--- config.mk ---
export PLATFORM = sky130hd
export DESIGN_NAME = bhr_ram
export DESIGN_NICKNAME = d
export VERILOG_FILES = /design/src/rtl/block_histogram_range_add_count_assert.svh /design/src/rtl/bhr_ram.sv
export SDC_FILE = /design/constraint.sdc
export NUM_CORES = 1
export LEC_CHECK = 0
export ABC_CLOCK_PERIOD_IN_PS = 1600
export CORE_ASPECT_RATIO = 0.5
export CORE_MARGIN = 2
export CORE_UTILIZATION = 35
export DETAILED_ROUTE_END_ITERATION = 10
export DONT_BUFFER_PORTS = 1
export GPL_TIMING_DRIVEN = 0
export REMOVE_ABC_BUFFERS = 1
export SYNTH_ARGS = -nofsm -noshare
export SYNTH_HDL_FRONTEND = slang
export SYNTH_SLANG_ARGS = --single-unit
--- constraint.sdc ---
create_clock -name clk_i -period 1.6 [get_ports clk_i]
set_input_delay 0.24 -clock clk_i [delete_from_list [all_inputs] [get_ports clk_i]]
set_output_delay 0.24 -clock clk_i [all_outputs]
set_load 0.02 [all_outputs]
--- src/rtl/block_histogram_range_add_count_assert.svh ---
// assertion macros for the block histogram range add count design
`ifndef BLOCK_HISTOGRAM_RANGE_ADD_COUNT_ASSERT_SVH
`define BLOCK_HISTOGRAM_RANGE_ADD_COUNT_ASSERT_SVH
`ifndef SYNTHESIS
`define BHR_ASSERT_IMP(label, clk, rst_n, ante, cons) \
  label: assert property (@(posedge clk) disable iff (!rst_n) (ante) |-> (cons)) \
    else $error("assertion failed");
`define BHR_ASSERT_NEXT(label, clk, rst_n, ante, cons) \
  label: assert property (@(posedge clk) disable iff (!rst_n) (ante) |=> (cons)) \
    else $error("assertion failed");
`else
`define BHR_ASSERT_IMP(label, clk, rst_n, ante, cons)
`define BHR_ASSERT_NEXT(label, clk, rst_n, ante, cons)
`endif
`endif

--- src/rtl/bhr_ram.sv ---
// generic single port ram with registered read
module bhr_ram #(
  parameter int unsigned Width = 8,
  parameter int unsigned Depth = 16
) (
  input  logic                     clk_i,
  input  logic                     we_i,
  input  logic [$clog2(Depth)-1:0] addr_i,
  input  logic [Width-1:0]         wdata_i,
  output logic [Width-1:0]         rdata_o
);
  logic [Width-1:0] mem_q [Depth];
  always_ff @(posedge clk_i) begin
    if (we_i) begin
      mem_q[addr_i] <= wdata_i;
    end
    rdata_o <= mem_q[addr_i];
  end
endmodule
-- After elaboration in Yosys (flattened, before gate mapping)
Memory sizes are Yosys's and may differ from the RTL's. A register that Yosys moved wholly into a read port is not among the register bits.
Cells that the tools add are included.
Widths: inputs -> output; s select.
- bits in writable memories: 128
- output and inout port bits: 8
- bits in registers: 0
- memories: 1
- bits of input ports: 14
- word-level logic and storage cells: 3
- memories (memory ; depth ; width ; rd ports ; clocked after Yosys merged registers in ; wr ports ; RTL line ; RTL):
    mem_q ; 16 ; 8 ; 1 ; 1 ; 1 ; bhr_ram.sv:12 ; logic [Width-1:0] mem_q [Depth];
- multiplexer cells: 2
- operators with widths (kind ; count):
    $mux 1 ; 2

-- Depth between registers and ports, before layout
Gate-level depths: netlist of run 1.
- depth in word-level cells: 2
- depth in mapped cells: 5
- gate-level depth less buffers: 3

-- Worst setup path before layout of run 1
No wires, ideal clock.
- path type: input-to-reg
- from: input port addr_i[2]
- to: memory mem_q[0][0] (enable)
- setup time: 0.383 ns
- slack: -0.133 ns
- data required time: 1.217 ns
- buffers on the path: 0
- cell stages on the path: 2
- data arrival time: 1.350 ns
- cell sequence: or3b_2 nor3_1
- RTL lines (what ; RTL line ; RTL):
    start, declared ; bhr_ram.sv:8 ; input logic [$clog2(Depth)-1:0] addr_i,
    end, declared ; bhr_ram.sv:12 ;
No word-level cell before the write port.

-- Worst setup path after layout of run 1
- from: input port addr_i[3]
- to: memory mem_q[4][0] (enable)
No word-level cell before the write port.

==> results of run 1 <==
-- power groups by stage --
stage / logic, mW / registers, mW / clock network [mW]
after detailed placement: 0.213 / 4.12 / 0
after floorplan: 0.164 / 4.10 / 0
after global placement: 0.210 / 4.11 / 0
after global routing: 0.292 / 4.05 / 3.65
after CTS: 0.274 / 4.04 / 3.50
final: 0.270 / 4.04 / 3.43
-- timing repair --
item | CTS | global route
setup endpoints to repair | 8 | 0
hold buffers | 8 | 0
resized for setup | 1 | 0
hold endpoints to repair | 128 | 0
-- cells in the final DEF (no fill, tap or decap), drive strengths merged --
cell and count:
and2 1, mux4 32, clkbuf 28, nand2b 2, nand3b 2, nand2 9, dfxtp 8, clkinv 4
a22oi 16, nand3 1, nor2b 2, nor3 4, or3b 1, nor2 13, edfxtp 128, dlygate4sd3 8
-- kinds of logic after synthesis --
logic type	count (synthesis)	synth area share [%]
and+or+nand+nor	35	3.21
muxes	32	14.2
AOI/OAI and AO/OA	16	2.37
DFF	136	79.0
buffers and inverters	11	1.19
-- per-stage QoR --
step	instance area (um^2)	total power [mW]
detailed placement	5260	4.33
CTS	5870	7.81
finish	5880	7.74
global placement	5260	4.32
global route	5880	7.99
floorplan	5010	4.27
-- state kept, by name (all words and copies together), names as in the netlist --
signal and flops:
rdata_o 8, mem_q 128
-- worst max path at each step --
stage	start	end	slack [ns]	depth (start not counted)
floorplan	addr_i[2]	mem_q[0][0]$_DFFE_PP_	-0.13	2
global placement	addr_i[2]	mem_q[0][5]$_DFFE_PP_	-0.60	2
detailed placement	addr_i[2]	mem_q[0][7]$_DFFE_PP_	-0.67	2
CTS	addr_i[2]	mem_q[8][0]$_DFFE_PP_	0.08	2
global route	addr_i[3]	mem_q[4][0]$_DFFE_PP_	0.07	2
finish	addr_i[3]	mem_q[4][0]$_DFFE_PP_	0.16	2
-- routing by layer --
| metal | wire (um) | track usage, % | vias up |
|---|---|---|---|
| li1 | - | - | 995 |
| met1 | 4250 | 16.4 | 1198 |
| met2 | 4570 | 20.9 | 61 |
| met3 | 489 | 3.78 | 6 |
| met4 | 59 | 5.19 | 0 |
| met5 | 0 | 0 | - |
-- final cells by class --
class / instances / area, um^2 / area share (%)
flip-flops and latches: 136 / 4000 / 68.1
multi-input cells: 83 / 1020 / 17.3
clock buffers: 28 / 507 / 8.62
well taps: 198 / 248 / 4.22
repair buffers: 8 / 80.1 / 1.36
clock inverters: 4 / 20.0 / 0.341
==> metrics.txt, run 1 <==
Post-DP HPWL=5570 um; final setup violation count=0; Hold Crit Endpoint=mem_q[12][1]$_DFFE_PP_; synthesis-to-layout area growth=16.0%; Switch Pwr=1.49 mW; max-slew violations=0; DRT Pass-1 Iters=5; RSZ-0062 raised after global routing=no; Worst Setup End Kind=flip-flop; Top FF cell, synth=edfxtp_1; hold slack final=0.150 ns; GRT overflow=0; Clock Pin Slew Worst Setup and Hold Paths=0.06 ns; pre-CTS setup slack=-0.666 ns; Reg-to-Reg End=rdata_o[0]$_DFF_P_; cells on worst reg2reg path=3; Nets=260; CP delay by family, top=simple AND/OR/NAND/NOR gates; Fin. Hold Viols=0; Tot GR Track Use=12.8%; worst skew pair latency=0.41 ns; fin util=41.1%; Rel. slew slack=12.7%; WL/cell=20.5 um; Int Power=6.25 mW; Slowest-stage cell, CP=nor3_1; R2R Setup Slk=0.18 ns; clock root buffer=clkbuf_16; non-filler cells in the finished layout=457; Logic pwr share=3.5%; CTS Buf Count=17; Mapped Area=5070 um^2; CP bufs+invs=0; max cap viols=0; crit-path cells=nand3b_1 -> nor3_1; Die Y=89.1 um; TNS Setup=0 ns; Slew @ Worst Pin=1.30 ns; hold depth=1; hold_sp=addr_i[1]; number of synthesized flops with an enable pin=128; Tcrit/Tclk final=90.1%; asr flop ratio synth=0%; core area=14300 um^2; vias in the first global route=2338; drc violations=0; largest area contributor in the netlist=edfxtp_1; Synth Register Bits=136; Max Clock Skew=0.00839 ns; Vias/cell=4.95; Inserted Diodes=0; reg2reg start=mem_q[2][0]$_DFFE_PP_; status=finished clean; Largest stage delay, worst path=1.01 ns; Clock Tree Buf Depth=2; Min-Delay Path Class=input pin to flip-flop; Fmax achieved=0.694 GHz; minimum clock period after layout=1.44 ns; initial antenna violation count=0; vias=2260; largest net degree at the start of global routing=40; Cell Pwr Density=1320 nW/um^2; top cells by area, synth=edfxtp_1 (76%), mux4_2 (14%), dfxtp_1 (3.2%); Initial Utilization=35.4%; CTS tree=built; Sw Share=19.2%; most numerous cell in the Yosys netlist=edfxtp_1; Lkg Pwr=1.83 nW; Post-Syn Area per Cell=22.0 um^2; Worst EP required=1.61 ns; share of the synthesized area in the top cell type=75.9%; antenna-violating nets left=0; first-pass GRT wire length=14000 um; number of DRC markers in iteration 0=172; setup bufs post-CTS=0; maximum vdd drop=0.000760 V; CP Class=input pin to flip-flop; placed insts=417; CP max FO=8; synth cell count leaders=edfxtp_1 (128), mux4_2 (32), a22oi_1 (16), nor2_1 (13), nand2_1 (9); WP data arrival=1.45 ns; row cnt=31; GPL Wtd Cong=0.710; chip width=174 um; routed wire length=9370 um; Reg power frac=52.2%; IO Pins=22; sequential-to-total area share from yosys stat=79.0%; Setup crit start kind=input pin; Synth Instances=230; synth warn=0; fill count=1247; die area=15500 um^2; PnR worst setup slack=0.159 ns; CTS sink cnt=136; clock share of power=44.3%; H-tree Lvls=4; share of cells above drive strength 1=23.6%; Buffers on Ports=0; Synth cell types=18
Note: power is estimated with default switching activity, not from simulation.
==> run 2: changes to the inputs <==
--- a/config.mk
+++ b/config.mk
@@ -12,7 +12,7 @@
 export DETAILED_ROUTE_END_ITERATION = 10
 export DONT_BUFFER_PORTS = 1
 export GPL_TIMING_DRIVEN = 0
-export REMOVE_ABC_BUFFERS = 1
+export SLEW_MARGIN = 20
 export SYNTH_ARGS = -nofsm -noshare
 export SYNTH_HDL_FRONTEND = slang
 export SYNTH_SLANG_ARGS = --single-unit
==> metrics.txt, run 2 (synthesis gave the netlist of run 1 again) <==
placed insts=428 (+2.6%); largest net degree at the start of global routing=17 (-57%); final setup violation count=0 (unchanged); Initial Utilization=35.4% (unchanged); Setup crit start kind=input pin; number of DRC markers in iteration 0=263 (+53%); R2R Setup Slk=0.09 ns (-0.09 ns); DRT Pass-1 Iters=4 (-1); antenna-violating nets left=0 (unchanged); initial antenna violation count=0 (unchanged); GRT overflow=0 (unchanged); Die Y=89.1 um (unchanged); Min-Delay Path Class=input pin to flip-flop; vias in the first global route=2458 (+5.1%); Slew @ Worst Pin=0.802 ns (-0.498 ns); Worst EP required=1.64 ns (+0.03 ns); Max Clock Skew=0.0162 ns (+0.00784 ns); Post-DP HPWL=6220 um (+12%); hold depth=3 (+2); post-route cell area=6030 um^2 (+2.6%); row cnt=31 (unchanged); Rel. slew slack=46.3% (+34 points); Fin. Hold Viols=0 (unchanged); status=finished clean; Tot GR Track Use=13.9% (+1.1 points); crit-path cells=buf_2 -> buf_2 -> nand2b_1 -> nor2_1; Worst Setup End Kind=flip-flop; CTS tree=built; DP Area=5340 um^2 (+1.6%); Tcrit/Tclk final=96.5% (+6.4 points); GPL Wtd Cong=0.817 (+15%); minimum clock period after layout=1.54 ns (+0.103 ns); non-filler cells in the finished layout=468 (+2.4%); CP max FO=10 (+2); Largest stage delay, worst path=0.66 ns (-0.35 ns); Lkg Pwr=1.89 nW (+3.2%); Clock Tree Buf Depth=2 (unchanged); most frequent cells in the layout=edfxtp_1 (128), mux4_2 (32), clkbuf_16 (17), a22oi_1 (16), nand2_1 (9); max-slew violations=0 (unchanged); Clock Pin Slew Worst Setup and Hold Paths=0.06 ns (about the same); reg2reg start=mem_q[11][5]$_DFFE_PP_; maximum vdd drop=0.000625 V (-18%); IO Pins=22 (unchanged); Nets=271 (+4.2%); Reg with most FFs=mem_q; chip width=174 um (unchanged); Vias/cell=5.00 (+1.1%); drc violations=0 (unchanged); H-tree Lvls=4 (unchanged); critical path's most frequent cell=buf_2; max cap viols=0 (unchanged); WL/cell=21.2 um (+3.3%); vias=2341 (+3.6%); synthesis-to-layout area growth=18.9%; Inserted Diodes=0 (unchanged); clock root buffer=clkbuf_16; Hold Crit Endpoint=rdata_o[2]$_DFF_P_; fin util=42.1% (+1.0 points); CTS Buf Count=17 (unchanged); Top Registers=mem_q x128, rdata_o x8; CTS sink cnt=136 (unchanged); cells on worst reg2reg path=3 (unchanged); pre-CTS setup slack=-0.724 ns (-0.0574 ns); die area=15500 um^2 (unchanged); max FFs per register=128 (unchanged); commonest non-fill, non-tap cell in the layout=edfxtp_1; first-pass GRT wire length=14800 um (+6.1%); core area=14300 um^2 (unchanged); syn nets=244; PnR worst setup slack=0.0563 ns (-0.103 ns); Cell Pwr Density=1350 nW/um^2 (+2.9%); routed wire length=9910 um (+5.8%); RSZ-0062 raised after global routing=yes; CP Class=input pin to flip-flop; Reg-to-Reg End=rdata_o[5]$_DFF_P_; setup bufs post-CTS=0 (unchanged); worst skew pair latency=0.42 ns (about the same); share of cells above drive strength 1=30.7% (+7.2 points); WP data arrival=1.58 ns (+0.13 ns); Fmax achieved=0.648 GHz (-6.7%); Buffers on Ports=0 (unchanged); hold_sp=addr_i[3]; Slowest-stage cell, CP=nor2_1
run 2: timing repair:
item / CTS / global route
hold buffers: 8 / 0
endpoints found under the hold margin: 128 / 0
resized for setup: 9 / 2
endpoints found under the setup margin: 93 / 48
run 2: per-layer routing:
layer	GRT usage, %	vias to the layer above	share of wire (%)
met5	0	-	0
met4	5.81	0	1.8
met3	5.48	11	7.1
met2	22.6	85	50
met1	16.9	1227	42
li1	-	1018	-
run 2: layout make-up:
type,instances,area [um^2]
Buffer,11,62.6
Clock buffer,20,457
Clock inverter,12,125
Fill cell,1192,8290
Multi-Input combinational cell,83,1050
Sequential cell,136,4000
Tap cell,198,248
Timing Repair Buffer,8,80.1
run 2: critical path, delay by kind of cell:
family	cells	cell delay (ns)
buf+inv	2	0.42
simple gates	2	0.92
run 2: report_power, final:
group | switching (mW) | internal [mW]
Sequential | 0.0539 | 3.99
Combinational | 0.207 | 0.140
Clock | 1.41 | 2.37
run 2: metrics by stage:
stage          hold WS (ns)  total power [mW]  TNS (ns)
2_1_floorplan         0.339              4.31     -5.76
3_3_place_gp          0.340              4.38    -64.38
3_5_place_dp          0.340              4.39    -66.06
4_1_cts               0.237              8.22     -1.76
5_1_grt               0.257              8.44    -0.134
6_report              0.257              8.17         0
run 2: how the worst max path moves through the flow:
stage / from / to / slack [ns] / cells past startpoint
after floorplan: addr_i[1] / mem_q[12][0]$_DFFE_PP_ / -0.08 / 3
after global placement: addr_i[1] / mem_q[15][1]$_DFFE_PP_ / -0.59 / 4
after detailed placement: addr_i[1] / mem_q[15][1]$_DFFE_PP_ / -0.72 / 4
after CTS: addr_i[0] / mem_q[13][7]$_DFFE_PP_ / -0.08 / 3
after global routing: addr_i[1] / mem_q[13][7]$_DFFE_PP_ / -0.02 / 4
final: addr_i[1] / mem_q[13][7]$_DFFE_PP_ / 0.06 / 4
==> run 3: changes to the inputs <==
--- a/config.mk
+++ b/config.mk
@@ -12,6 +12,7 @@
 export DETAILED_ROUTE_END_ITERATION = 10
 export DONT_BUFFER_PORTS = 1
 export GPL_TIMING_DRIVEN = 0
+export PLACE_DENSITY = 0.54
 export SLEW_MARGIN = 20
 export SYNTH_ARGS = -nofsm -noshare
 export SYNTH_HDL_FRONTEND = slang
==> metrics.txt, run 3 (synthesis gave the netlist of run 1 again) <==
Clock Tree Buf Depth=2 (unchanged); Top Registers=mem_q x128, rdata_o x8; Cell Pwr Density=1350 nW/um^2 (about the same); PnR worst setup slack=0.0656 ns (+0.00931 ns); GPL Wtd Cong=0.794 (-2.8%); Max Clock Skew=0.00603 ns (-0.0102 ns); Nets=271 (unchanged); share of cells above drive strength 1=31.9% (+1.1 points); syn nets=244 (unchanged); CTS tree=built; max FFs per register=128 (unchanged); Post-DP HPWL=6270 um (+0.80%); Rel. slew slack=47.6% (+1.2 points); routed wire length=9940 um (+0.23%); Tot GR Track Use=13.7% (-0.18 points); Global Route met1 Usage=17.5% (+0.55 points); setup bufs post-CTS=0 (unchanged); Slew @ Worst Pin=0.782 ns (-0.0200 ns); crit-path cells=mux4_2 -> a22oi_1 -> nand2_1; first-pass GRT wire length=14500 um (-2.1%); Clock Pin Slew Worst Setup and Hold Paths=0.06 ns (about the same); maximum vdd drop=0.000587 V (-6.1%); max cap viols=0 (unchanged); GRT overflow=0 (unchanged); initial antenna violation count=0 (unchanged); status=finished clean; CP Class=flip-flop to flip-flop; largest net degree at the start of global routing=17 (unchanged); Reg power frac=49.5% (about the same); Initial Utilization=35.4% (unchanged); chip width=174 um (unchanged); Sw Share=21.6% (+1.1 points); minimum clock period after layout=1.53 ns (-0.00931 ns); Inserted Diodes=0 (unchanged); most frequent cells in the layout=edfxtp_1 (128), mux4_2 (32), clkbuf_16 (17), a22oi_1 (16), nor2_2 (10); Total Power=8.16 mW (about the same); clock root buffer=clkbuf_16; WP data arrival=1.80 ns (+0.22 ns); commonest non-fill, non-tap cell in the layout=edfxtp_1; Worst Setup End Kind=flip-flop; RSZ-0062 raised after global routing=no; Tcrit/Tclk final=95.9% (-0.58 points); WL/cell=21.2 um (+0.23%); H-tree Lvls=4 (unchanged); row cnt=31 (unchanged); Fmax achieved=0.652 GHz (+0.61%); drc violations=0 (unchanged); global routing met2 resource utilization=22.3% (-0.22 points); Fin. Hold Viols=0 (unchanged); Reg with most FFs=mem_q; CP max FO=1 (-9); Lkg Pwr=1.89 nW (about the same); die area=15500 um^2 (unchanged); Largest stage delay, worst path=0.48 ns (-0.18 ns); vias=2303 (-1.6%); CTS Buf Count=17 (unchanged); met3 Track Usage GR=4.55% (-0.94 points); max-slew violations=0 (unchanged); CTS sink cnt=136 (unchanged); final setup violation count=0 (unchanged); Slowest-stage cell, CP=mux4_2; Int Power=6.40 mW (-1.4%); core area=14300 um^2 (unchanged); Min-Delay Path Class=input pin to flip-flop; Logic pwr share=4.3% (about the same); Die Y=89.1 um (unchanged); antenna-violating nets left=0 (unchanged); GR peak layer=met2; Vias/cell=4.92 (-1.6%); pre-CTS setup slack=-0.751 ns (-0.0273 ns); number of DRC markers in iteration 0=242 (-8.0%); IO Pins=22 (unchanged); vias in the first global route=2344 (-4.6%); DRT Pass-1 Iters=4 (unchanged); Switch Pwr=1.76 mW (+5.3%); Buffers on Ports=0 (unchanged); Setup crit start kind=flip-flop; synthesis-to-layout area growth=18.9% (about the same); fin util=42.1% (about the same); worst skew pair latency=0.42 ns (about the same); Worst EP required=1.87 ns (+0.23 ns); clock share of power=46.3% (about the same)
-- run 3: worst max-delay path, delay by kind of cell, from the launching register on --
kind	cells	cell delay, ns
muxes	1	0.48
and+or+nand+nor	1	0.16
DFF	1	0.37
AOI/OAI and AO/OA	1	0.37
-- run 3: repair_timing --
action,4_1_cts,5_1_grt
resized for setup,10,1
hold buffers,8,0
hold endpoints to repair,128,0
endpoints found under the setup margin,96,33
-- run 3: cell type report --
class	count	area (um^2)
plain buffers	11	62.6
flip-flops and latches	136	4000
repair buffers	8	80.1
fillers	1212	8290
clock inverters	12	116
clock buffers	20	467
multi-input cells	83	1050
well taps	198	248
-- run 3: worst paths after layout --
path,startpoint,to,slack (ns),depth (start not counted)
max,mem_q[8][1]$_DFFE_PP_,rdata_o[1]$_DFF_P_,0.07,3
min,addr_i[3],rdata_o[3]$_DFF_P_,0.28,3
max reg2reg,mem_q[8][1]$_DFFE_PP_,rdata_o[1]$_DFF_P_,0.07,3
min reg2reg,mem_q[4][0]$_DFFE_PP_,rdata_o[0]$_DFF_P_,0.70,3
-- run 3: through the flow --
stage / instances / hold WS, ns / setup TNS, ns / instance area (um^2)
final: 468 / 0.276 / 0 / 6030
after global routing: 468 / 0.280 / 0 / 6030
after CTS: 468 / 0.249 / -0.587 / 6020
after detailed placement: 428 / 0.340 / -70.65 / 5340
after global placement: 428 / 0.340 / -74.93 / 5320
after floorplan: 230 / 0.339 / -5.76 / 5070
-- run 3: layer usage --
metal	part of all wire, %	routed length, um	vias up
li1	-	-	1020
met1	43	4320	1224
met2	49	4910	52
met3	6.1	602	7
met4	1.0	99	0
met5	0	0	-
-- run 3: power by group through the flow --
stage	Sequential, mW	Combinational (mW)	Clock [mW]
after floorplan	4.10	0.206	0
after global placement	4.11	0.279	0
after detailed placement	4.11	0.282	0
after CTS	4.04	0.355	3.83
after global routing	4.04	0.376	3.99
final	4.04	0.350	3.78
